$ cat config.mk
export PLATFORM = sky130hd
export DESIGN_NAME = sha256_stream_hasher_top_flat
export DESIGN_NICKNAME = d
export VERILOG_FILES = /design/src/sha256_pkg.sv /design/src/sha256_if.sv /design/src/sha256_dp.sv /design/src/sha256_ctrl.sv /design/src/sha256_stream_hasher_top.sv /design/src/flat_wrapper.sv
export SDC_FILE = /design/constraint.sdc
export NUM_CORES = 2
export LEC_CHECK = 0
export BUFFER_PORTS_ARGS = -buffer_cell sky130_fd_sc_hd__buf_2
export CAP_MARGIN = 0
export CORE_UTILIZATION = 35
export CTS_BUF_LIST = sky130_fd_sc_hd__clkbuf_8 sky130_fd_sc_hd__clkbuf_16
export DETAILED_ROUTE_END_ITERATION = 8
export PLACE_DENSITY = 0.53
export SLEW_MARGIN = 5
export SYNTH_ARGS = -nofsm -noshare
export SYNTH_HDL_FRONTEND = slang
export SYNTH_SLANG_ARGS = --single-unit
$ cat constraint.sdc
create_clock -name clock -period 13.4 [get_ports clock]
set_input_delay 2.68 -clock clock [delete_from_list [all_inputs] [get_ports clock]]
set_output_delay 2.68 -clock clock [all_outputs]
set_load 0.01 [all_outputs]
$ cat src/sha256_pkg.sv
package sha256_pkg;

   typedef enum logic [2:0] {
      ST_IDLE,
      ST_PAD,
      ST_LEN,
      ST_COMP,
      ST_FIN,
      ST_EMIT
   } state_type;

   typedef struct packed {
      logic       load_byte;
      logic       pad_byte;
      logic       zero_byte;
      logic       len_byte;
      logic       comp_start;
      logic       comp_round;
      logic       comp_finish;
      logic       emit_shift;
      logic       init_all;
   } cmd_type;

   typedef struct packed {
      logic [5:0] fill;
      logic [5:0] round;
   } status_type;

   localparam logic [7:0] PAD_BYTE = 8'h80;

   function automatic logic [31:0] round_k(input logic [5:0] i);
      logic [31:0] k;
      begin
         unique case (i)
            6'd0: k = 32'h428a2f98; 6'd1: k = 32'h71374491; 6'd2: k = 32'hb5c0fbcf;
            6'd3: k = 32'he9b5dba5; 6'd4: k = 32'h3956c25b; 6'd5: k = 32'h59f111f1;
            6'd6: k = 32'h923f82a4; 6'd7: k = 32'hab1c5ed5; 6'd8: k = 32'hd807aa98;
            6'd9: k = 32'h12835b01; 6'd10: k = 32'h243185be; 6'd11: k = 32'h550c7dc3;
            6'd12: k = 32'h72be5d74; 6'd13: k = 32'h80deb1fe; 6'd14: k = 32'h9bdc06a7;
            6'd15: k = 32'hc19bf174; 6'd16: k = 32'he49b69c1; 6'd17: k = 32'hefbe4786;
            6'd18: k = 32'h0fc19dc6; 6'd19: k = 32'h240ca1cc; 6'd20: k = 32'h2de92c6f;
            6'd21: k = 32'h4a7484aa; 6'd22: k = 32'h5cb0a9dc; 6'd23: k = 32'h76f988da;
            6'd24: k = 32'h983e5152; 6'd25: k = 32'ha831c66d; 6'd26: k = 32'hb00327c8;
            6'd27: k = 32'hbf597fc7; 6'd28: k = 32'hc6e00bf3; 6'd29: k = 32'hd5a79147;
            6'd30: k = 32'h06ca6351; 6'd31: k = 32'h14292967; 6'd32: k = 32'h27b70a85;
            6'd33: k = 32'h2e1b2138; 6'd34: k = 32'h4d2c6dfc; 6'd35: k = 32'h53380d13;
            6'd36: k = 32'h650a7354; 6'd37: k = 32'h766a0abb; 6'd38: k = 32'h81c2c92e;
            6'd39: k = 32'h92722c85; 6'd40: k = 32'ha2bfe8a1; 6'd41: k = 32'ha81a664b;
            6'd42: k = 32'hc24b8b70; 6'd43: k = 32'hc76c51a3; 6'd44: k = 32'hd192e819;
            6'd45: k = 32'hd6990624; 6'd46: k = 32'hf40e3585; 6'd47: k = 32'h106aa704;
            6'd48: k = 32'h19a4c116; 6'd49: k = 32'h1e376c08; 6'd50: k = 32'h2748774c;
            6'd51: k = 32'h34b0bcb5; 6'd52: k = 32'h391c0cb3; 6'd53: k = 32'h4ed8aa4a;
            6'd54: k = 32'h5b9cca4f; 6'd55: k = 32'h682e6ff3; 6'd56: k = 32'h748f82ee;
            6'd57: k = 32'h78a5636f; 6'd58: k = 32'h84c87814; 6'd59: k = 32'h8cc70208;
            6'd60: k = 32'h90befffa; 6'd61: k = 32'ha4506ceb; 6'd62: k = 32'hbef9a3f7;
            default: k = 32'hc67178f2;
         endcase
         return k;
      end
   endfunction

   function automatic logic [31:0] init_hash(input logic [2:0] i);
      logic [31:0] h;
      begin
         unique case (i)
            3'd0: h = 32'h6a09e667; 3'd1: h = 32'hbb67ae85;
            3'd2: h = 32'h3c6ef372; 3'd3: h = 32'ha54ff53a;
            3'd4: h = 32'h510e527f; 3'd5: h = 32'h9b05688c;
            3'd6: h = 32'h1f83d9ab; default: h = 32'h5be0cd19;
         endcase
         return h;
      end
   endfunction

endpackage

$ cat src/sha256_if.sv
interface sha256_req_if;
   logic       valid;
   logic       ready;
   logic [7:0] message_byte;
   logic       has_byte;
   logic       last_byte;
   modport source (output valid, message_byte, has_byte, last_byte, input ready);
   modport sink (input valid, message_byte, has_byte, last_byte, output ready);
endinterface

interface sha256_rsp_if;
   logic        valid;
   logic        ready;
   logic [31:0] digest_word;
   logic [2:0]  word_index;
   logic        last_word;
   modport source (output valid, digest_word, word_index, last_word, input ready);
   modport sink (input valid, digest_word, word_index, last_word, output ready);
endinterface

$ cat src/sha256_dp.sv
module sha256_dp (
   input  logic                  clock,
   input  logic                  reset,
   input  sha256_pkg::cmd_type   cmd,
   input  logic [7:0]            in_byte,
   output sha256_pkg::status_type status,
   output logic [31:0]           digest_word
);

   logic [31:0] w_ff [16];
   logic [31:0] h_ff [8];
   logic [31:0] v_ff [8];
   logic [60:0] len_ff;
   logic [5:0]  fill_ff;
   logic [5:0]  round_ff;
   logic [63:0] bits;
   logic [7:0]  wr_byte;
   logic        wr_en;
   logic [31:0] w_new, s0, s1, big0, big1, ch, maj, t1, t2, wcur;

   assign bits = {len_ff, 3'b000};
   assign status.fill = fill_ff;
   assign status.round = round_ff;
   assign digest_word = h_ff[0];

   always_comb begin
      wr_en = cmd.load_byte | cmd.pad_byte | cmd.zero_byte | cmd.len_byte;
      wr_byte = 8'h00;
      if (cmd.load_byte) begin
         wr_byte = in_byte;
      end else if (cmd.pad_byte) begin
         wr_byte = sha256_pkg::PAD_BYTE;
      end else if (cmd.len_byte) begin
         wr_byte = bits[8*(7 - fill_ff[2:0]) +: 8];
      end
   end

   // message schedule runs as a 16-word shift window
   always_comb begin
      wcur = w_ff[0];
      s0 = {w_ff[1][6:0], w_ff[1][31:7]} ^ {w_ff[1][17:0], w_ff[1][31:18]} ^ (w_ff[1] >> 3);
      s1 = {w_ff[14][16:0], w_ff[14][31:17]} ^ {w_ff[14][18:0], w_ff[14][31:19]}
           ^ (w_ff[14] >> 10);
      w_new = s1 + w_ff[9] + s0 + w_ff[0];
      big1 = {v_ff[4][5:0], v_ff[4][31:6]} ^ {v_ff[4][10:0], v_ff[4][31:11]}
             ^ {v_ff[4][24:0], v_ff[4][31:25]};
      ch = (v_ff[4] & v_ff[5]) ^ (~v_ff[4] & v_ff[6]);
      t1 = v_ff[7] + big1 + ch + sha256_pkg::round_k(round_ff) + wcur;
      big0 = {v_ff[0][1:0], v_ff[0][31:2]} ^ {v_ff[0][12:0], v_ff[0][31:13]}
             ^ {v_ff[0][21:0], v_ff[0][31:22]};
      maj = (v_ff[0] & v_ff[1]) ^ (v_ff[0] & v_ff[2]) ^ (v_ff[1] & v_ff[2]);
      t2 = big0 + maj;
   end

   always_ff @(posedge clock) begin
      if (wr_en) begin
         w_ff[fill_ff[5:2]][8*(3 - fill_ff[1:0]) +: 8] <= wr_byte;
      end
      if (cmd.comp_start) begin
         for (int i = 0; i < 8; i++) v_ff[i] <= h_ff[i];
      end
      if (cmd.comp_round) begin
         v_ff[7] <= v_ff[6]; v_ff[6] <= v_ff[5]; v_ff[5] <= v_ff[4];
         v_ff[4] <= v_ff[3] + t1;
         v_ff[3] <= v_ff[2]; v_ff[2] <= v_ff[1]; v_ff[1] <= v_ff[0];
         v_ff[0] <= t1 + t2;
         for (int i = 0; i < 15; i++) w_ff[i] <= w_ff[i+1];
         w_ff[15] <= w_new;
      end
   end

   always_ff @(posedge clock) begin
      if (reset || cmd.init_all) begin
         for (int i = 0; i < 8; i++) h_ff[i] <= sha256_pkg::init_hash(3'(i));
         len_ff <= '0;
         fill_ff <= '0;
         round_ff <= '0;
      end else begin
         if (wr_en) fill_ff <= fill_ff + 6'd1;
         if (cmd.load_byte) len_ff <= len_ff + 61'd1;
         if (cmd.comp_start) round_ff <= '0;
         if (cmd.comp_round) round_ff <= round_ff + 6'd1;
         if (cmd.comp_finish) begin
            for (int i = 0; i < 8; i++) h_ff[i] <= h_ff[i] + v_ff[i];
         end
         if (cmd.emit_shift) begin
            for (int i = 0; i < 7; i++) h_ff[i] <= h_ff[i+1];
            h_ff[7] <= h_ff[0];
         end
      end
   end

endmodule

$ cat src/sha256_ctrl.sv
module sha256_ctrl (
   input  logic                   clock,
   input  logic                   reset,
   sha256_req_if.sink             req,
   output logic                   rsp_valid,
   input  logic                   rsp_ready,
   output logic [2:0]             rsp_index,
   input  sha256_pkg::status_type status,
   output sha256_pkg::cmd_type    cmd
);

   sha256_pkg::state_type state_ff, state_in;
   logic final_ff, final_in;
   logic finish_ff, finish_in;
   logic lenblk_ff, lenblk_in;
   logic [2:0] idx_ff, idx_in;
   logic hs;

   assign rsp_valid = (state_ff == sha256_pkg::ST_EMIT);
   assign rsp_index = idx_ff;
   assign req.ready = (state_ff == sha256_pkg::ST_IDLE);
   assign hs = req.valid & req.ready;

   always_ff @(posedge clock) begin
      if (reset) begin
         state_ff <= sha256_pkg::ST_IDLE;
         final_ff <= 1'b0;
         finish_ff <= 1'b0;
         lenblk_ff <= 1'b0;
         idx_ff <= '0;
      end else begin
         state_ff <= state_in;
         final_ff <= final_in;
         finish_ff <= finish_in;
         lenblk_ff <= lenblk_in;
         idx_ff <= idx_in;
      end
   end

   always_comb begin
      state_in = state_ff;
      final_in = final_ff;
      finish_in = finish_ff;
      lenblk_in = lenblk_ff;
      idx_in = idx_ff;
      cmd = '0;
      unique case (state_ff)
         sha256_pkg::ST_IDLE: begin
            if (hs) begin
               cmd.load_byte = req.has_byte;
               final_in = req.last_byte;
               finish_in = req.last_byte;
               if (req.has_byte && status.fill == 6'd63) begin
                  cmd.comp_start = 1'b1;
                  state_in = sha256_pkg::ST_COMP;
               end else if (req.last_byte) begin
                  state_in = sha256_pkg::ST_PAD;
               end
            end
         end
         sha256_pkg::ST_PAD: begin
            // 0x80 once, then zeros up to the length field or block end
            if (final_ff) begin
               cmd.pad_byte = 1'b1;
               final_in = 1'b0;
            end else begin
               cmd.zero_byte = 1'b1;
            end
            if (status.fill == 6'd63) begin
               cmd.comp_start = 1'b1;
               state_in = sha256_pkg::ST_COMP;
            end else if (status.fill == 6'd55) begin
               state_in = sha256_pkg::ST_LEN;
            end
         end
         sha256_pkg::ST_LEN: begin
            cmd.len_byte = 1'b1;
            lenblk_in = 1'b1;
            if (status.fill == 6'd63) begin
               cmd.comp_start = 1'b1;
               state_in = sha256_pkg::ST_COMP;
            end
         end
         sha256_pkg::ST_COMP: begin
            cmd.comp_round = 1'b1;
            if (status.round == 6'd63) begin
               state_in = sha256_pkg::ST_FIN;
            end
         end
         sha256_pkg::ST_FIN: begin
            // fold the working words in after the last round has landed
            cmd.comp_finish = 1'b1;
            if (lenblk_ff) state_in = sha256_pkg::ST_EMIT;
            else if (finish_ff) state_in = sha256_pkg::ST_PAD;
            else state_in = sha256_pkg::ST_IDLE;
         end
         sha256_pkg::ST_EMIT: begin
            if (rsp_ready) begin
               cmd.emit_shift = 1'b1;
               idx_in = idx_ff + 3'd1;
               if (idx_ff == 3'd7) begin
                  cmd.init_all = 1'b1;
                  finish_in = 1'b0;
                  lenblk_in = 1'b0;
                  state_in = sha256_pkg::ST_IDLE;
               end
            end
         end
         default: state_in = sha256_pkg::ST_IDLE;
      endcase
   end

endmodule

$ cat src/sha256_stream_hasher_top.sv
// Channel  Dir  Payload
// req      in   message_byte[7:0], has_byte, last_byte
// rsp      out  digest_word[31:0], word_index[2:0], last_word
//
// Byte beats are taken one per cycle while idle; the 64th byte of a block starts
// 64 rounds at one per cycle in the shared compression datapath, then one fold.
// A last beat adds padding and length bytes at one per cycle, one or two
// compressions, then eight digest beats.
// Synchronous reset restores the initial hash values; rsp stalls hold state.
module sha256_stream_hasher_top (
   input logic         clock,
   input logic         reset,
   sha256_req_if.sink  req,
   sha256_rsp_if.source rsp
);

   sha256_pkg::cmd_type    cmd;
   sha256_pkg::status_type status;
   logic [2:0]             idx;

   sha256_ctrl u_ctrl (
      .clock, .reset, .req,
      .rsp_valid(rsp.valid), .rsp_ready(rsp.ready), .rsp_index(idx),
      .status, .cmd
   );

   sha256_dp u_dp (
      .clock, .reset, .cmd, .in_byte(req.message_byte), .status,
      .digest_word(rsp.digest_word)
   );

   assign rsp.word_index = idx;
   assign rsp.last_word = (idx == 3'd7);

   a_no_overlap: assert property (@(posedge clock) disable iff (reset)
      !(rsp.valid && req.ready)) else $error("input taken during output");
   a_stall_hold: assert property (@(posedge clock) disable iff (reset)
      rsp.valid && !rsp.ready |=> $stable(rsp.word_index))
      else $error("index moved under stall");
   a_done_idle: assert property (@(posedge clock) disable iff (reset)
      rsp.valid && rsp.ready && rsp.last_word |=> req.ready)
      else $error("not idle after digest");

endmodule

$ cat src/flat_wrapper.sv
// flat-port wrapper written by rule: the top's interface ports become plain ports
module sha256_stream_hasher_top_flat 
  (clock, reset, req_valid, req_message_byte, req_has_byte, req_last_byte, req_ready, rsp_valid, rsp_digest_word, rsp_word_index, rsp_last_word, rsp_ready);
  sha256_req_if req_i ();
  sha256_rsp_if rsp_i ();
  input logic clock;
  input logic reset;
  input wire logic [$bits(req_i.valid)-1:0] req_valid;
  input wire logic [$bits(req_i.message_byte)-1:0] req_message_byte;
  input wire logic [$bits(req_i.has_byte)-1:0] req_has_byte;
  input wire logic [$bits(req_i.last_byte)-1:0] req_last_byte;
  output wire logic [$bits(req_i.ready)-1:0] req_ready;
  output wire logic [$bits(rsp_i.valid)-1:0] rsp_valid;
  output wire logic [$bits(rsp_i.digest_word)-1:0] rsp_digest_word;
  output wire logic [$bits(rsp_i.word_index)-1:0] rsp_word_index;
  output wire logic [$bits(rsp_i.last_word)-1:0] rsp_last_word;
  input wire logic [$bits(rsp_i.ready)-1:0] rsp_ready;
  assign req_i.valid = req_valid;
  assign req_i.message_byte = req_message_byte;
  assign req_i.has_byte = req_has_byte;
  assign req_i.last_byte = req_last_byte;
  assign req_ready = req_i.ready;
  assign rsp_valid = rsp_i.valid;
  assign rsp_digest_word = rsp_i.digest_word;
  assign rsp_word_index = rsp_i.word_index;
  assign rsp_last_word = rsp_i.last_word;
  assign rsp_i.ready = rsp_ready;
  sha256_stream_hasher_top u_core (.clock(clock), .reset(reset), .req(req_i), .rsp(rsp_i));
endmodule
### Yosys cells after proc, flatten, opt, wreduce, memory -nomap -nowiden

Memory sizes are Yosys's and may differ from the RTL's. A register that Yosys moved wholly into a read port is not among the register bits.
Cells that the tools add are included.

* bits in latches: 0
* bits in read-only memories: 2048
* output and inout port bits: 38
* memories kept: 4
* flip-flop bits (word level): 82
* logic and storage cells: 204
* bits in writable memories: 1024
* input bits: 14

* reductions and logical operators: 14
* add/sub/neg operators: 25
* shift operators: 3
* bitwise logic cells: 45
* div/mod/pow operators: 0
* mux-type cells: 89
* $mul: 0
* equal/unequal tests: 16
* order comparisons: 0

Memory list
* (no name shown): depth 64, width 32, read ports 1, clocked after memory_dff 1, wr ports 0, RTL line sha256_pkg.sv:34 `unique case (i)`
* u_core.u_dp.w_ff: depth 16, width 32, read ports 16, clocked after memory_dff 0, wr ports 16, RTL line sha256_dp.sv:10 `logic [31:0] w_ff [16];`
* u_core.u_dp.h_ff: depth 8, width 32, read ports 8, clocked after memory_dff 0, wr ports 8, RTL line sha256_dp.sv:11 `logic [31:0] h_ff [8];`
* u_core.u_dp.v_ff: depth 8, width 32, read ports 8, clocked after memory_dff 0, wr ports 8, RTL line sha256_dp.sv:12 `logic [31:0] v_ff [8];`

Operators by type and width (count)
* 32-bit 2-to-1 mux: 35
* 32-bit adder: 18
* 32-bit bitwise XOR: 9
* 32-bit AND: 5
* 64-bit by 33-bit indexed part select with 8-bit output: 1
* 61-bit by 1-bit adder with 61-bit output (second input constant): 1
* 32-bit negator with 34-bit output: 1
* 8-bit by 34-bit variable shift with 32-bit output (first input constant): 1
* 8-bit by 34-bit indexed part select with 32-bit output: 1
* 32-bit NOT: 1
* 32-bit OR reduction: 1
* 32-bit by 22-bit bitwise XOR with 32-bit output: 1
* 32-bit by 29-bit bitwise XOR with 32-bit output: 1
* 3-bit 2-to-1 mux: 10
* 1-bit 2-to-1 mux: 28
* 1-bit bitwise OR: 27
* 6-bit 2-to-1 mux: 4
* 8-bit 2-to-1 mux: 3
* 6-bit == test (second input constant): 3
* 3-bit case mux with 6 select lines: 1
* 6-bit by 1-bit adder with 6-bit output (second input constant): 2
* 3-bit == test (second input constant): 3
* 1-bit case mux with 2 select lines: 4
* 2-bit nonzero test: 4
* other kinds (20): 27

### Depth between registers and ports, before layout

* depth after elaboration: 10
* gate-level depth with buffers: 33
* depth with buffers taken out: 32

### Hierarchy

A second synthesis with hierarchy kept.

* cell total of the unflattened synthesis: 7364
* area, all modules: 74320.0 µm²

Modules (own cells, without submodules)
* sha256_dp: times used 1, sequential area each 32851.5 µm², area each 73678.2 µm², cells an instance 7279
* sha256_ctrl: times used 1, sequential area each 180.2 µm², area each 635.6 µm², cells an instance 84
* sha256_stream_hasher_top: times used 1, sequential area each 0.0 µm², area each 6.3 µm², cells an instance 1

### Worst setup path before layout

No wires, ideal clock.

* path kind: input port to flip-flop
* start point: input port req_valid
* end point: memory u_core.u_dp.v_ff[0][0], enable pin
* data arrival time: 7971 ps
* required time: 12794 ps
* library setup time: 606 ps
* stages on the path: 3
* path slack: 4823 ps
* buffers on the path: 0
* cells stage by stage: a211o_1 a41oi_2 inv_1

RTL lines
* start, declared: RTL line flat_wrapper.sv:8 `input wire logic [$bits(req_i.valid)-1:0] req_valid;`
* end, declared: RTL line sha256_dp.sv:12

==> results by group <==
Synth
  • Yosys top cell area share: 0.415
  • Synth area leader: edfxtp_1
  • Mapped Nets: 7869
  • Synth Instances: 7263
  • Avg Cell Area, Syn: ~10 µm²
  • Top FF cell, synth: edfxtp_1
  • Top-count cell post-synth: edfxtp_1
  • Yosys warns: 0
  • EDFF count, synth: 1024
  • Synth cell types: 103
  • Ys async rst share: 0
  • Seq cells post-synth: 1138
  • Commonest cells post-synth: edfxtp_1, nand2_1, a21o_1, a21oi_1, o21ai_0
  • Post-synth design cell area: ~74000 µm²
  • Register area share after synthesis: 0.446
  • Largest cells by area after synthesis: edfxtp_1, a21o_1, ha_1, fa_1, nand2_1

Floorplanning
  • Die height: 462 µm
  • Die width: 462 µm
  • Row count: 168
  • I/O Pins: 52
  • Core ar.: 210000 µm²
  • Die Footprint: 213000 µm²
  • Initial Utilization: 0.353

GRT
  • Initial antenna violation count: 3
  • First-pass GRT wire length: ~370000 µm
  • GR Overflow Total: 0
  • Vias in the first global route: 55068
  • Largest net degree at the start of global routing: roughly 240
  • GR Util All Layers: 0.236

Layout
  • Fill cell count: 20625
  • P&R area growth vs syn: 9.56%
  • Layout cells sized above 1: 0.0621
  • Final Util: 0.386
  • Final net count: 7693

Placed design
  • I/O Buffers: 51
  • GP Congestion: a little under 1
  • Final HPWL DP: 186000 µm

Timing
  • Setup TNS: 0 ns
  • Setup Skew: a little under 0.04 ns
  • Final Hold Viols: 0
  • Worst Hold Slack: approximately 0.48 ns
  • RSZ-0062 raised after global routing: false
  • Post-layout minimum cycle time: between 8 and 9 ns
  • Final setup fails: 0
  • Crit share post-route: 0.649
  • Max-slew violation count: 0
  • Worst-margin pin slew: 1.32 ns
  • Slew headroom: 0.112
  • Max Clk Rate: 115 MHz

Route
  • Post-route ant nets: 0
  • Vias per inst: 5.63
  • 1st-iter DRT viols: between 5000 and 6000
  • Drt wl/cell: between 20 and 30 µm
  • Vias post-DR: 56334
  • TritonRoute pass-1 iters: 6
  • Drt total wl: ~250000 µm
  • DRC: 0

Outcome
  • Status: finished, final reports clean

Clocking
  • Buffer count from post-CTS setup fixing: 0
  • Clock Sinks: about 1100
  • Max clock buf depth: 3
  • Post-cts sizing count: 0
  • CTS Buf Count: 137
  • CTS tree: yes
  • Hold-fix buffers at CTS: 0
  • Worst-path clk slew: 0.06 ns
  • Clock latency on the worst-skew pair: 0.82 ns
  • Clock H-tree levels: 4
  • Clk root buf: clkbuf_16

Worst setup path
  • Crit path capture type: register
  • Critical path class: register to register
  • R2R Path End: u_core.u_dp.v_ff[0][30]
  • Crit path max-delay cell type: a2111oi_0
  • Nature of the critical path startpoint: register
  • Reg-to-reg startpoint: u_core.u_dp.v_ff[1][27]
  • Worst path max stage delay: 0.84 ns
  • Critical path startpoint: u_core.u_dp.v_ff[1][27]
  • Worst path top cell family by delay: compound AO/OA/AOI/OAI gates
  • Register-to-Register Path Depth: 29
  • Worst EP required: ~14 ns
  • Worst Path Max Fanout: 6
  • Crit path buf inv count: 2
  • Crit path DAT: about 9 ns
  • R2R setup slack: 4.70 ns

Min path
  • Hold EP: u_core.u_ctrl.rsp_index[2]
  • Class of the worst hold path: register to register
  • Hold wc startpoint: u_core.u_ctrl.rsp_index[2]
  • Min-Delay Path Depth: 2

Pwr
  • Worst IR Drop VDD: 0.212 mV
  • Leak: between 30 and 40 nW
  • Power density cells: 224 nW/µm²

Run
  • Max-Cap Viols: 0
-- registers in the layout, indices dropped and copies added, names as in the netlist, named ones only --
signal / count
u_core.u_dp.w_ff: 512
u_core.u_dp.h_ff: 256
u_core.u_dp.v_ff: 256
u_core.u_dp.len_ff: 61
u_core.u_dp.fill_ff: 6
u_core.u_dp.round_ff: 6
u_core.u_ctrl.rsp_index: 3
u_core.u_ctrl.state_ff: 3
u_core.u_ctrl.final_ff: 1
u_core.u_ctrl.finish_ff: 1
u_core.u_ctrl.lenblk_ff: 1
-- cell type report --
cell class | instances | area, µm² | area share
multi-input combinational | 5418 | 38300 | 0.472
sequential | 1138 | 33000 | 0.407
tap | 2805 | 3510 | 0.0433
clock buffer | 142 | 3500 | 0.0431
inverter | 257 | 975 | 0.0120
timing repair buffer | 135 | 936 | 0.0115
clock inverter | 104 | 902 | 0.0111
antenna | 6 | 15.0 | 0.000185
-- worst min-delay path: stages (launching register included) --
cell,delay [ns]
dfxtp_1,0.32
nand2_1,0.06
a21oi_1,0.05
-- report_power, final --
group	total, mW	internal (mW)	switching [mW]	leakage (nW)
registers	4.52	4.23	0.286	10.2
clock network	3.72	2.06	1.66	2.23
logic	9.95	4.16	5.79	22.2
total	18.2	10.4	7.74	34.6
-- how the worst max path moves through the flow --
stage	end	slack [ns]	depth (start not counted)
final	u_core.u_dp.v_ff[0][30]	4.70	29
after global routing	u_core.u_dp.v_ff[0][30]	4.24	29
after CTS	u_core.u_dp.v_ff[0][31]	4.78	31
after detailed placement	u_core.u_dp.v_ff[0][31]	4.80	31
after floorplan	u_core.u_dp.v_ff[0][0]	4.82	3
after global placement	u_core.u_dp.v_ff[0][30]	4.82	29
-- kinds of logic (layout without fill, tap and decap cells) --
group,after synthesis,in the layout,share of synthesized area
other,0,6,0
XOR/XNOR,636,636,0.0755
AO/OA/AOI/OAI,2159,2159,0.191
multiplexers,59,59,0.0106
AND/OR/NAND/NOR,1950,1950,0.115
flip-flops,1138,1138,0.446
buffers and inverters,707,638,0.0386
adder cells (fa/ha/maj),614,614,0.123
-- metal layers --
layer  vias up  GRT usage  part of all wire
met5         -          0                 0
met4         0      0.100             0.046
met3       426     0.0293             0.056
met2      2017      0.377              0.46
met1     28124      0.321              0.44
li1      25767          -                 -
-- stage by stage --
stage               cell area, µm²  instances  power, mW  worst slack (ns)
floorplan                    74000       7263       12.0              4.82
global placement             76700       9753       14.2              4.82
detailed placement           76700       9753       14.3              4.80
CTS                          81100       9999       18.1              4.78
global route                 81100       9999       19.4              4.24
finish                       81100      10005       18.2              4.70
-- cells in the final DEF, fill, tap and decap left out, types with 51 or more instances in the layout --
cell type	instances
dfxtp_1	114
ha_1	397
a21o_1	723
nand3_1	107
o21ai_0	425
nor2_1	411
fa_1	195
nor3_1	67
o21a_1	52
xnor2_1	417
edfxtp_1	1024
inv_1	271
buf_2	51
a21oi_1	464
xor2_1	217
clkbuf_16	137
nand2b_1	66
buf_4	80
nand2_1	1001
No activity file was read; power rests on OpenSTA's default activity.
